### config.mk
export PLATFORM = sky130hd
export DESIGN_NAME = wildcard_name_matcher_flat
export DESIGN_NICKNAME = d
export VERILOG_FILES = /design/src/design/wnm_pkg.sv /design/src/design/wnm_ifs.sv /design/src/design/wnm_cfg.sv /design/src/design/wnm_front.sv /design/src/design/wnm_queue.sv /design/src/design/wnm_back.sv /design/src/design/wildcard_name_matcher.sv /design/src/flat_wrapper.sv
export VERILOG_INCLUDE_DIRS = /design/src /design/src/design
export SDC_FILE = /design/constraint.sdc
export NUM_CORES = 1
export LEC_CHECK = 0
export ABC_CLOCK_PERIOD_IN_PS = 4150
export BUFFER_PORTS_ARGS = -buffer_cell sky130_fd_sc_hd__buf_2
export CAP_MARGIN = 40
export CORE_AREA = 2 2 240 242
export DETAILED_ROUTE_END_ITERATION = 10
export DIE_AREA = 0 0 242 244
export PLACE_DENSITY = 0.66
export SYNTH_ARGS = -nofsm -noshare
export SYNTH_HDL_FRONTEND = slang
export SYNTH_SLANG_ARGS = --single-unit
### constraint.sdc
create_clock -name clk -period 4.15 [get_ports clk]
set_input_delay 0.83 -clock clk [delete_from_list [all_inputs] [get_ports clk]]
set_output_delay 0.83 -clock clk [all_outputs]
set_load 0.1 [all_outputs]
### src/design/wildcard_name_matcher_defines.svh
// Assertion macros for the wildcard name matcher.
// Used by the queue and back-end modules; needs clk and rst in scope.
`ifndef WILDCARD_NAME_MATCHER_DEFINES_SVH
`define WILDCARD_NAME_MATCHER_DEFINES_SVH

`ifndef SYNTHESIS
`define WNM_ASSERT(label, prop) \
  label: assert property (@(posedge clk) disable iff (rst) prop) \
    else $error("wnm assertion failed");
`define WNM_ASSERT_RST(label, prop) \
  label: assert property (@(posedge clk) prop) \
    else $error("wnm reset assertion failed");
`else
`define WNM_ASSERT(label, prop)
`define WNM_ASSERT_RST(label, prop)
`endif

`endif

### src/design/wnm_pkg.sv
// Package for the wildcard name matcher: widths, register codes, types
// and the star closure function. No dependencies.
package wnm_pkg;

  localparam int PATTERN_MAX = 24;
  localparam int POS_W       = PATTERN_MAX + 1;
  localparam int LEN_W       = $clog2(PATTERN_MAX + 1);
  localparam int CHAR_W      = 16;
  localparam int WORD_CHARS  = 4;
  localparam int WORD_COUNT  = 6;
  localparam int CFG_DATA_W  = WORD_CHARS * CHAR_W;
  localparam int CFG_IDX_W   = 3;
  localparam int SCAN_LEVELS = $clog2(POS_W);
  localparam int QUEUE_DEPTH = 2;
  localparam int QPTR_W      = (QUEUE_DEPTH > 1) ? $clog2(QUEUE_DEPTH) : 1;
  localparam int QCNT_W      = $clog2(QUEUE_DEPTH + 1);

  localparam logic [CFG_IDX_W-1:0] REG_PATTERN_LENGTH = 3'd0;
  localparam logic [CFG_IDX_W-1:0] REG_PATTERN_WORD_0 = 3'd1;

  localparam logic [CHAR_W-1:0] STAR_CHAR     = 16'h002A;
  localparam logic [CHAR_W-1:0] QUESTION_CHAR = 16'h003F;

  typedef logic [CHAR_W-1:0]      char_t;
  typedef logic [LEN_W-1:0]       len_t;
  typedef logic [POS_W-1:0]       pos_t;
  typedef logic [PATTERN_MAX-1:0] mask_t;
  typedef logic [PATTERN_MAX-1:0][CHAR_W-1:0] pat_chars_t;

  typedef struct packed {
    len_t  eff_len;
    mask_t len_mask;
    mask_t star_mask;
  } pat_ctl_t;

  typedef struct packed {
    mask_t hit;
    logic  last_char;
    logic  empty_name;
  } work_t;

  // Prefix OR along runs of stars: bit i+1 follows bit i where char i is '*'.
  function automatic pos_t close_stars(pos_t v, mask_t star);
    pos_t g;
    pos_t p;
    g = v;
    p = {star, 1'b0};
    for (int lvl = 0; lvl < SCAN_LEVELS; lvl++) begin
      g = g | (p & (g << (1 << lvl)));
      p = p & (p << (1 << lvl));
    end
    return g;
  endfunction

endpackage

### src/design/wnm_ifs.sv
// Channel interfaces for the wildcard name matcher: name characters,
// match results and configuration writes. Depends on wnm_pkg.
interface wnm_char_if;
  logic                 valid;
  logic                 ready;
  wnm_pkg::char_t       name_char;
  logic                 last_char;
  logic                 empty_name;
  modport source (output valid, name_char, last_char, empty_name, input ready);
  modport sink   (input valid, name_char, last_char, empty_name, output ready);
endinterface

interface wnm_result_if;
  logic valid;
  logic ready;
  logic matched;
  modport source (output valid, matched, input ready);
  modport sink   (input valid, matched, output ready);
endinterface

interface wnm_cfg_if;
  logic                                 valid;
  logic                                 ready;
  logic [wnm_pkg::CFG_IDX_W-1:0]        index;
  logic [wnm_pkg::CFG_DATA_W-1:0]       data;
  modport source (output valid, index, data, input ready);
  modport sink   (input valid, index, data, output ready);
endinterface

### src/design/wnm_cfg.sv
// Pattern registers and derived length and star masks.
// Depends on wnm_pkg and wnm_ifs.
module wnm_cfg (
  input  logic                clk,
  input  logic                rst,
  wnm_cfg_if.sink             cfg,
  output wnm_pkg::pat_chars_t pattern,
  output wnm_pkg::pat_ctl_t   ctl
);
  import wnm_pkg::*;

  len_t pattern_length;
  len_t eff_len;

  assign cfg.ready = 1'b1;

  always_ff @(posedge clk) begin
    if (rst) begin
      pattern_length <= '0;
      pattern        <= '0;
    end else if (cfg.valid) begin
      if (cfg.index == REG_PATTERN_LENGTH) begin
        pattern_length <= cfg.data[LEN_W-1:0];
      end
      for (int w = 0; w < WORD_COUNT; w++) begin
        if (cfg.index == CFG_IDX_W'(REG_PATTERN_WORD_0 + w)) begin
          pattern[w*WORD_CHARS +: WORD_CHARS] <= cfg.data;
        end
      end
    end
  end

  assign eff_len = (pattern_length > LEN_W'(PATTERN_MAX)) ? LEN_W'(PATTERN_MAX)
                                                          : pattern_length;

  always_comb begin
    ctl.eff_len = eff_len;
    for (int i = 0; i < PATTERN_MAX; i++) begin
      ctl.len_mask[i]  = LEN_W'(i) < eff_len;
      ctl.star_mask[i] = ctl.len_mask[i] && (pattern[i] == STAR_CHAR);
    end
  end

endmodule

### src/design/wnm_front.sv
// Front end: accepts name characters and compares them against every
// pattern position. Depends on wnm_pkg and wnm_ifs.
module wnm_front (
  wnm_char_if.sink            chars,
  input  wnm_pkg::pat_chars_t pattern,
  input  wnm_pkg::pat_ctl_t   ctl,
  input  logic                full,
  output logic                push,
  output wnm_pkg::work_t      push_data
);
  import wnm_pkg::*;

  assign chars.ready = !full;
  assign push        = chars.valid && !full;

  always_comb begin
    push_data.last_char  = chars.last_char;
    push_data.empty_name = chars.empty_name;
    for (int i = 0; i < PATTERN_MAX; i++) begin
      push_data.hit[i] = ctl.len_mask[i] && !ctl.star_mask[i] &&
                         ((pattern[i] == QUESTION_CHAR) || (pattern[i] == chars.name_char));
    end
  end

endmodule

### src/design/wnm_queue.sv
// Short FIFO between front and back ends.
// Depends on wnm_pkg and the assertion macro header.
`include "wildcard_name_matcher_defines.svh"
module wnm_queue (
  input  logic           clk,
  input  logic           rst,
  input  logic           push,
  input  wnm_pkg::work_t push_data,
  output logic           full,
  input  logic           pop,
  output logic           head_valid,
  output wnm_pkg::work_t head
);
  import wnm_pkg::*;

  work_t             mem [QUEUE_DEPTH];
  logic [QPTR_W-1:0] wr_ptr;
  logic [QPTR_W-1:0] rd_ptr;
  logic [QCNT_W-1:0] count;

  assign full       = count == QCNT_W'(QUEUE_DEPTH);
  assign head_valid = count != '0;
  assign head       = mem[rd_ptr];

  always_ff @(posedge clk) begin
    if (push) begin
      mem[wr_ptr] <= push_data;
    end
  end

  always_ff @(posedge clk) begin
    if (rst) begin
      wr_ptr <= '0;
      rd_ptr <= '0;
      count  <= '0;
    end else begin
      if (push) begin
        wr_ptr <= (wr_ptr == QPTR_W'(QUEUE_DEPTH - 1)) ? '0 : wr_ptr + 1'b1;
      end
      if (pop) begin
        rd_ptr <= (rd_ptr == QPTR_W'(QUEUE_DEPTH - 1)) ? '0 : rd_ptr + 1'b1;
      end
      if (push && !pop) begin
        count <= count + 1'b1;
      end else if (pop && !push) begin
        count <= count - 1'b1;
      end
    end
  end

  `WNM_ASSERT(a_count_bound, count <= QCNT_W'(QUEUE_DEPTH))
  `WNM_ASSERT(a_count_up, push && !pop |=> count == $past(count) + 1'b1)
  `WNM_ASSERT(a_count_down, pop && !push |=> count == $past(count) - 1'b1)

endmodule

### src/design/wnm_back.sv
// Back end: active position vector, star closure and result register.
// Depends on wnm_pkg, wnm_ifs and the assertion macro header.
`include "wildcard_name_matcher_defines.svh"
module wnm_back (
  input  logic              clk,
  input  logic              rst,
  input  wnm_pkg::pat_ctl_t ctl,
  input  logic              head_valid,
  input  wnm_pkg::work_t    head,
  output logic              pop,
  wnm_result_if.source      result
);
  import wnm_pkg::*;

  pos_t active;
  logic at_start;
  pos_t start_vec;
  pos_t cur;
  pos_t step_vec;
  pos_t next_vec;
  logic produces;
  logic matched_next;
  logic out_valid;
  logic out_matched;

  assign start_vec = close_stars(POS_W'(1), ctl.star_mask);
  assign cur       = at_start ? start_vec : active;
  assign step_vec  = {1'b0, cur[PATTERN_MAX-1:0] & ctl.star_mask} |
                     {cur[PATTERN_MAX-1:0] & head.hit, 1'b0};
  assign next_vec  = close_stars(step_vec, ctl.star_mask);

  assign produces     = head.last_char || head.empty_name;
  assign matched_next = head.empty_name ? start_vec[ctl.eff_len] : next_vec[ctl.eff_len];
  assign pop          = head_valid && (!produces || !out_valid || result.ready);

  always_ff @(posedge clk) begin
    if (rst) begin
      at_start  <= 1'b1;
      out_valid <= 1'b0;
    end else begin
      if (pop) begin
        at_start <= produces;
      end
      if (pop && produces) begin
        out_valid <= 1'b1;
      end else if (result.ready) begin
        out_valid <= 1'b0;
      end
    end
  end

  always_ff @(posedge clk) begin
    if (pop && !produces) begin
      active <= next_vec;
    end
    if (pop && produces) begin
      out_matched <= matched_next;
    end
  end

  assign result.valid   = out_valid;
  assign result.matched = out_matched;

  `WNM_ASSERT_RST(a_reset_start, rst |=> at_start && !out_valid)
  `WNM_ASSERT(a_result_restarts, pop && produces |=> at_start)
  `WNM_ASSERT(a_result_from_pop, $rose(out_valid) |-> $past(pop))

endmodule

### src/design/wildcard_name_matcher.sv
// Wildcard name matcher, top level. One name character per cycle while the
// queue has room; a result passes through the queue to the output register.
// Rate is set by the combinational update of the 25-bit position vector.
// Synchronous reset clears the pattern registers to zero, empties the
// queue and returns the position vector to the start state.
// Depends on wnm_pkg, wnm_ifs, wnm_cfg, wnm_front, wnm_queue, wnm_back.
module wildcard_name_matcher (
  input  logic         clk,
  input  logic         rst,
  wnm_char_if.sink     chars,
  wnm_result_if.source result,
  wnm_cfg_if.sink      cfg
);
  import wnm_pkg::*;

  pat_chars_t pattern;
  pat_ctl_t   ctl;
  logic       full;
  logic       push;
  work_t      push_data;
  logic       pop;
  logic       head_valid;
  work_t      head;

  wnm_cfg u_cfg (
    .clk     (clk),
    .rst     (rst),
    .cfg     (cfg),
    .pattern (pattern),
    .ctl     (ctl)
  );

  wnm_front u_front (
    .chars     (chars),
    .pattern   (pattern),
    .ctl       (ctl),
    .full      (full),
    .push      (push),
    .push_data (push_data)
  );

  wnm_queue u_queue (
    .clk        (clk),
    .rst        (rst),
    .push       (push),
    .push_data  (push_data),
    .full       (full),
    .pop        (pop),
    .head_valid (head_valid),
    .head       (head)
  );

  wnm_back u_back (
    .clk        (clk),
    .rst        (rst),
    .ctl        (ctl),
    .head_valid (head_valid),
    .head       (head),
    .pop        (pop),
    .result     (result)
  );

endmodule
### src/flat_wrapper.sv
// flat-port wrapper written by rule: the top's interface ports become plain ports
module wildcard_name_matcher_flat import wnm_pkg::*;
  (clk, rst, chars_valid, chars_name_char, chars_last_char, chars_empty_name, chars_ready, result_valid, result_matched, result_ready, cfg_valid, cfg_index, cfg_data, cfg_ready);
  wnm_char_if chars_i ();
  wnm_result_if result_i ();
  wnm_cfg_if cfg_i ();
  input  logic clk;
  input  logic rst;
  input wire logic [$bits(chars_i.valid)-1:0] chars_valid;
  input wire logic [$bits(chars_i.name_char)-1:0] chars_name_char;
  input wire logic [$bits(chars_i.last_char)-1:0] chars_last_char;
  input wire logic [$bits(chars_i.empty_name)-1:0] chars_empty_name;
  output wire logic [$bits(chars_i.ready)-1:0] chars_ready;
  output wire logic [$bits(result_i.valid)-1:0] result_valid;
  output wire logic [$bits(result_i.matched)-1:0] result_matched;
  input wire logic [$bits(result_i.ready)-1:0] result_ready;
  input wire logic [$bits(cfg_i.valid)-1:0] cfg_valid;
  input wire logic [$bits(cfg_i.index)-1:0] cfg_index;
  input wire logic [$bits(cfg_i.data)-1:0] cfg_data;
  output wire logic [$bits(cfg_i.ready)-1:0] cfg_ready;
  assign chars_i.valid = chars_valid;
  assign chars_i.name_char = chars_name_char;
  assign chars_i.last_char = chars_last_char;
  assign chars_i.empty_name = chars_empty_name;
  assign chars_ready = chars_i.ready;
  assign result_valid = result_i.valid;
  assign result_matched = result_i.matched;
  assign result_i.ready = result_ready;
  assign cfg_i.valid = cfg_valid;
  assign cfg_i.index = cfg_index;
  assign cfg_i.data = cfg_data;
  assign cfg_ready = cfg_i.ready;
  wildcard_name_matcher u_core (.clk(clk), .rst(rst), .chars(chars_i), .result(result_i), .cfg(cfg_i));
endmodule
; ---- Word level (Yosys, flattened, before mapping)
; Memories as Yosys holds them, arrays and structs flattened. A register that Yosys moved wholly into a read port is not among the register bits.
; Cells that the tools add are included.
[word_totals]
reg_bits = 420
mem_bits_rw = 52
input_bits = 90
elab_cells = 329
memories = 1
[memory_table]
columns = memory, words, width, read_ports, rd_clocked_by_memory_dff, write_ports, line_no
row1 = u_core.u_queue.mem, 2, 26, 1, 1, 1, wnm_queue.sv:16  ; work_t mem [QUEUE_DEPTH];
[op_classes]
n_addsub = 4
n_lt_le_gt_ge = 26
eq_ne = 79
mux = 17
bitwise_logic = 25
reduce_logical = 145
[op_table]
columns = operator, n
row1 = $eq 16x6->1 const B, 48
row2 = $eq 16x16->1, 24
row3 = $and 25x25->25, 12
row4 = $or 25x25->25, 8
row5 = $logic_and 1x1->1, 78
row6 = $and 24x24->24, 2
row7 = $lt 4x5->1 const A, 8
row8 = $lt 5x5->1 const A, 8
row9 = $logic_not 1->1, 29
row10 = $logic_or 1x1->1, 27
row11 = $and 25x4->25, 1
row12 = $or 2x25->25, 1
row13 = $or 24x25->25, 1
row14 = $mux 24, 1
row15 = $lt 3x5->1 const A, 4
row16 = $reduce_and 2->1, 7
row17 = $mux 1, 11
row18 = $bmux 1 s5, 2
row19 = $lt 1x5->1 const A, 2
row20 = $lt 2x5->1 const A, 2
row21 = $eq 3x3->1 const B, 3
row22 = $eq 3x2->1 const B, 2
row23 = $lt 5x6->1 const B, 1
row24 = $reduce_bool 2->1, 3
row25 = 9 further kinds, 11

; ---- Depth between registers and ports, before layout
[depth]
ltp_word = 29
mapped_depth = 16

; ---- Hierarchy
; Synthesis repeated with hierarchy kept, for this count alone.
[unflattened]
hier_cells = 3183
hier_area_um2 = 26316.5
[modules_own_cells]
columns = module, instances, cells_each, area_each_um2, seq_area_each_um2
row1 = wnm_cfg, 1, 1896, 14980.6, 7787.5
row2 = wnm_front, 1, 748, 5931.9, 0.0
row3 = wnm_back, 1, 436, 3311.9, 790.8
row4 = wnm_queue, 1, 103, 2092.0, 1661.6

; ---- Worst setup path before layout
; No wires, ideal clock.
[synth_timing]
path_kind = register -> register
start = register u_core.u_cfg.pattern[11] (netlist bit)
end = register u_core.u_back.out_matched (netlist: u_core.u_back.result.matched), data pin
setup_time_ps = 152
arrival_time_ps = 3347
required_ps = 3998
setup_slack_ps = 651
path_stages_with_launch = 15
cell_sequence = dfxtp_1 or4_1 or4_1 buf_4 nor4_4 nand2_4 o41ai_2 nor3_1 o211a_1 o21ba_1 o21ai_4 nand2_2 a211oi_2 o31ai_1 a31oi_1
[synth_between]
word_cells_on_any_way = 33
[synth_lines]
columns = item, line_no
row1 = from (decl), wnm_cfg.sv:7  ; output wnm_pkg::pat_chars_t pattern,
row2 = "from (signal, indexed assignment)", wnm_cfg.sv:27  ; pattern[w*WORD_CHARS +: WORD_CHARS] <= cfg.data;
row3 = $eq 16x6->1 *, wnm_cfg.sv:40  ; ctl.star_mask[i] = ctl.len_mask[i] && (pattern[i] == STAR_CHAR);
row4 = $logic_and 1x1->1 *, wnm_cfg.sv:40
row5 = $and 25x25->25 or $and 25x4->25 (tied branches), "wnm_pkg.sv:50, wnm_pkg.sv:49"
row6 = $and 25x4->25 (tied with other cells), wnm_pkg.sv:49  ; g = g | (p & (g << (1 << lvl)));
row7 = $or 2x25->25 (tied with other cells), wnm_pkg.sv:49
row8 = $and 25x25->25 (tied with other cells), wnm_pkg.sv:49
row9 = $or 25x25->25 or $and 25x25->25 (tied branches), wnm_pkg.sv:49
row10 = $and 25x25->25 or $or 25x25->25 (tied branches), wnm_pkg.sv:49
row11 = (+6 left out), -
row12 = $or 25x25->25 or $and 25x25->25 (tied branches) (3 in a row), wnm_pkg.sv:49
row13 = $or 25x25->25, wnm_pkg.sv:49
row14 = $or 25x25->25 *, wnm_pkg.sv:49
row15 = via u_core.u_back.next_vec[15], wnm_back.sv:20  ; pos_t next_vec;
row16 = $bmux 1 s5 *, wnm_back.sv:33  ; assign matched_next = head.empty_name ? start_vec[ctl.eff_len] : next_vec[ctl.eff_len];
row17 = $mux 1 (implied by the code) *, wnm_back.sv:33
row18 = $mux 1 *, wnm_back.sv:33
row19 = via u_core.u_back.matched_next, wnm_back.sv:22  ; logic matched_next;
row20 = to (signal assigned), wnm_back.sv:57  ; out_matched <= matched_next;
row21 = to (decl), wnm_back.sv:24  ; logic out_matched;
; The timed path passes the listed nets; every way through them passes the cells marked *. The select of a mux whose other input is x is not followed.
; A chain may end at the register's enable or synchronous reset.

; ---- Final worst setup path
[layout_timing]
start = register u_core.u_cfg.pattern[11] (netlist bit)
end = register u_core.u_back.out_matched (netlist: u_core.u_back.result.matched), data pin
[layout_between]
word_cells_on_any_way = 33
[layout_lines]
columns = item, line_no
row1 = $eq 16x6->1 *, wnm_cfg.sv:40
row2 = $logic_and 1x1->1 *, wnm_cfg.sv:40
row3 = $and 25x25->25, wnm_pkg.sv:50  ; p = p & (p << (1 << lvl));
row4 = $and 25x4->25 or $and 25x25->25 (tied branches), "wnm_pkg.sv:49, wnm_pkg.sv:50"
row5 = $or 2x25->25 (tied with other cells), wnm_pkg.sv:49
row6 = $and 25x25->25 (tied with other cells), wnm_pkg.sv:49
row7 = $or 25x25->25 or $and 25x25->25 (tied branches), wnm_pkg.sv:49
row8 = $or 25x25->25, wnm_pkg.sv:49
row9 = (+5 left out), -
row10 = $or 25x25->25 or $and 25x25->25 (tied branches) (2 in a row), wnm_pkg.sv:49
row11 = $or 25x25->25 (2 in a row), wnm_pkg.sv:49
row12 = $or 25x25->25 *, wnm_pkg.sv:49
row13 = via u_core.u_back.next_vec[7], wnm_back.sv:20
row14 = $bmux 1 s5 *, wnm_back.sv:33
row15 = $mux 1 (implied by the code) *, wnm_back.sv:33
row16 = $mux 1 *, wnm_back.sv:33
row17 = via u_core.u_back.matched_next, wnm_back.sv:22
; Marks and branches as above.

==> reports/qor.txt <==
Status - completed
Fmax - 0.2414 GHz
Hold Path Sink - u_core.u_queue.mem[1][0]
Slew Limit Fails - 0
Async set or reset register ratio after synthesis - 0
Worst skew pair latency - 610 ps
Synth Net Count - 3292
Share of layout cells above drive strength 1 - 0.1314
P per Cell Area - 404.9 nW/um^2
Commonest cells in the netlist - 850 x nand2_1, 436 x a21oi_1, 396 x dfxtp_1
Total internal power - 0.008587 W
Input/output buffers - 92
Setup TNS - 0 ps
Area growth from synthesis to layout - 17.13%
# DRC - 0
Ys flop type - dfxtp_1
Post-route cell area - 29470 um^2
Die area - 59050 um^2
Post-synthesis cell type count - 83
Initial Util - 0.4480
Routed Antenna Nets - 0
CTS tree - yes
Synth top area share - 0.3150
Seq pwr share - 0.425
Initial antenna violation count - 2
Hold path depth - 1
CTS Buffer Depth - 3
Final hold vios - 0
Met3 global-route usage - 0.05882
Placement Setup Slack - 148.6 ps
Crit start category - register
DR vias/cell - 5.966
Synth Instances - 3201
GR peak layer - met2
Final worst-path setup slack - 6.923 ps
Sequential cell area fraction in the yosys report - 0.4069
Clock sinks - 473
Register bit total from synthesis - 473
Avg Inst Size Synth - 7.861 um^2
Clock network fraction of total power - 0.425
Post-DP HPWL - 69.90 mm
Reg2reg setup slack - 7 ps
Pin count of the biggest net entering global routing - 121
FF-to-FF End - u_core.u_back.result.matched
Ys Warns - 0
Critical path class - reg -> reg
Via count - 24730
H-tree Lvls - 2
Crit share post-route - 0.9983
Die X-Extent - 242 um
R2r startpoint - u_core.u_cfg.pattern[11]
Cell depth of the worst flop-to-flop path - 14
HP Start - chars_empty_name
Min Tclk post-route - 4143 ps
Hold_buf cts - 0
Max-cap violation count - 0
Maximum vdd ir drop - 0.2951 mV
TritonRoute pass-1 iters - 6
Fill count - 5471
Core Rows - 87
Combinational share of power - 0.150
Routed Wire Length - 97.55 mm
Skew final - 20.62 ps
Met1 Usage GRT - 0.4440
Switch share - 0.2804
# nets final - 3434
Placeable Area - 56170 um^2
Setup-failing EPs final - 0
Max Fanout on Critical Path - 6
Clk slew on worst S/H paths - 70 ps
Slew headroom - 0.4097
Critical Path RT - 4590 ps
Crit path DAT - 4580 ps
WL per Instance - 23.53 um
GPL Wtd Cong - 0.9846
Hold Path Class - in -> reg
Largest cells by area after synthesis - dfxtp_1 32%, xnor2_1 13%, nand2_1 13%
DRT iter0 DRCs - 2943
GRT Residual Overflow - 0
Die height - 244 um
Crit path capture type - register
I/O pin count - 94
Cell area after synthesis - 25160 um^2
Leading area contributor after synthesis - dfxtp_1
Slew at the pin with the worst max-slew slack - 885.5 ps
Placed Area - 27470 um^2
Vias in the first global route - 22660
First-pass GRT wire length - 144.0 mm
Grt met2 use - 0.4978
EDFF count, synth - 77
CTS Buf Count - 52
P_sw - 0.003346 W
Total GRT Usage - 0.3196
RSZ-0062 raised after global routing - no
Leak - 9.296 nW
CTS Root Cell - clkbuf_16
Most frequent cell after synthesis - nand2_1
[worst max-delay path, stage by stage (launching register included)]
cell      delay, ps
dfxtp_1         310
or4_1           510
or4_4           620
nor4_4          240
buf_4           180
a22oi_2          80
a21oi_1         250
nor2_1          100
o31ai_2         400
o221ai_1        270
a21oi_1         440
nor2_1          120
o221ai_1        140
o31ai_1         130
a31oi_1         170
[metrics by stage]
stage | util | hold slack, ps | total power (W) | instances
CTS | 0.5223 | 404.4 | 0.01193 | 4135
floorplan | - | 456.3 | 0.006186 | 3201
global placement | 0.4877 | 467.0 | 0.006909 | 4033
detailed placement | 0.4891 | 472.1 | 0.006912 | 4038
global route | 0.5246 | 410.3 | 0.01229 | 4142
finish | 0.5247 | 423.5 | 0.01193 | 4145
[worst max-delay path by stage]
| stage | to | from |
|---|---|---|
| 3_3_place_gp | u_core.u_back.result.matched | u_core.u_cfg.pattern_length[3] |
| 2_1_floorplan | u_core.u_back.result.matched | u_core.u_cfg.pattern[11] |
| 6_report | u_core.u_back.result.matched | u_core.u_cfg.pattern[11] |
| 5_1_grt | u_core.u_back.result.matched | u_core.u_cfg.pattern[140] |
| 4_1_cts | u_core.u_back.result.matched | u_core.u_cfg.pattern[11] |
| 3_5_place_dp | u_core.u_back.result.matched | u_core.u_cfg.pattern[11] |
[kinds of logic after synthesis]
| kind of cell | synth area share |
|---|---|
| and+or+nand+nor | 0.2706 |
| AOI/OAI and AO/OA | 0.1400 |
| DFF | 0.4069 |
| xor gates and xnor gates | 0.1350 |
| buffers and inverters | 0.03386 |
| muxes | 0.01288 |
| adders and majority gates | 0.0004971 |
| other | 0.0001490 |
[area by class of cell]
type	count	area [um^2]	area share
flip-flops and latches	473	10240	0.3475
inverters	21	78.83	0.002674
diodes	3	7.507	0.0002547
repair buffers	288	2123	0.07204
multi-input cells	2507	14210	0.4822
clock inverters	26	346.6	0.01176
clock buffers	71	1519	0.05153
well taps	756	945.9	0.03209
[power by group through the flow]
stage / sequential, W / clock [W] / combinational [W]
final: 0.00507 / 0.00507 / 0.00179
after global routing: 0.00509 / 0.00531 / 0.00189
after floorplan: 0.00518 / 0 / 0.00101
after global placement: 0.00516 / 0 / 0.00175
after CTS: 0.00507 / 0.00511 / 0.00176
after detailed placement: 0.00516 / 0 / 0.00175
[flip-flops by register name, indices dropped and copies added, names as in the netlist, named ones only]
name                          flops
u_core.u_queue.mem               52
u_core.u_back.result.valid        1
u_core.u_cfg.pattern            384
u_core.u_queue.count              2
u_core.u_back.result.matched      1
u_core.u_back.active             24
u_core.u_back.at_start            1
u_core.u_queue.rd_ptr             1
u_core.u_cfg.pattern_length       5
u_core.u_queue.wr_ptr             1
[routing by layer]
layer  part of all wire  routed length (um)
met1               0.42               41120
met2               0.44               43280
met3              0.098                9543
met4              0.037                3607
met5                  0                   0
[cell usage in the layout, fill, tap and decap left out, types with 21 or more instances in the layout]
| cell | instances |
|---|---|
| edfxtp_1 | 77 |
| o21ai_0 | 47 |
| xnor2_1 | 384 |
| dfxtp_1 | 395 |
| buf_2 | 93 |
| a21oi_1 | 436 |
| nand2_1 | 848 |
| nor3_1 | 72 |
| nand4_1 | 140 |
| clkbuf_16 | 57 |
| inv_1 | 21 |
| and4b_1 | 22 |
| nor4_1 | 79 |
| nor2_1 | 122 |
| buf_4 | 179 |
| or3_1 | 37 |
[what timing repair did]
item	in CTS	in global routing
endpoints found under the setup margin	0	2
gates resized for setup	0	14
buffers inserted	0	6
endpoints found under the hold margin	0	0
No activity file was read; power rests on OpenSTA's default activity.
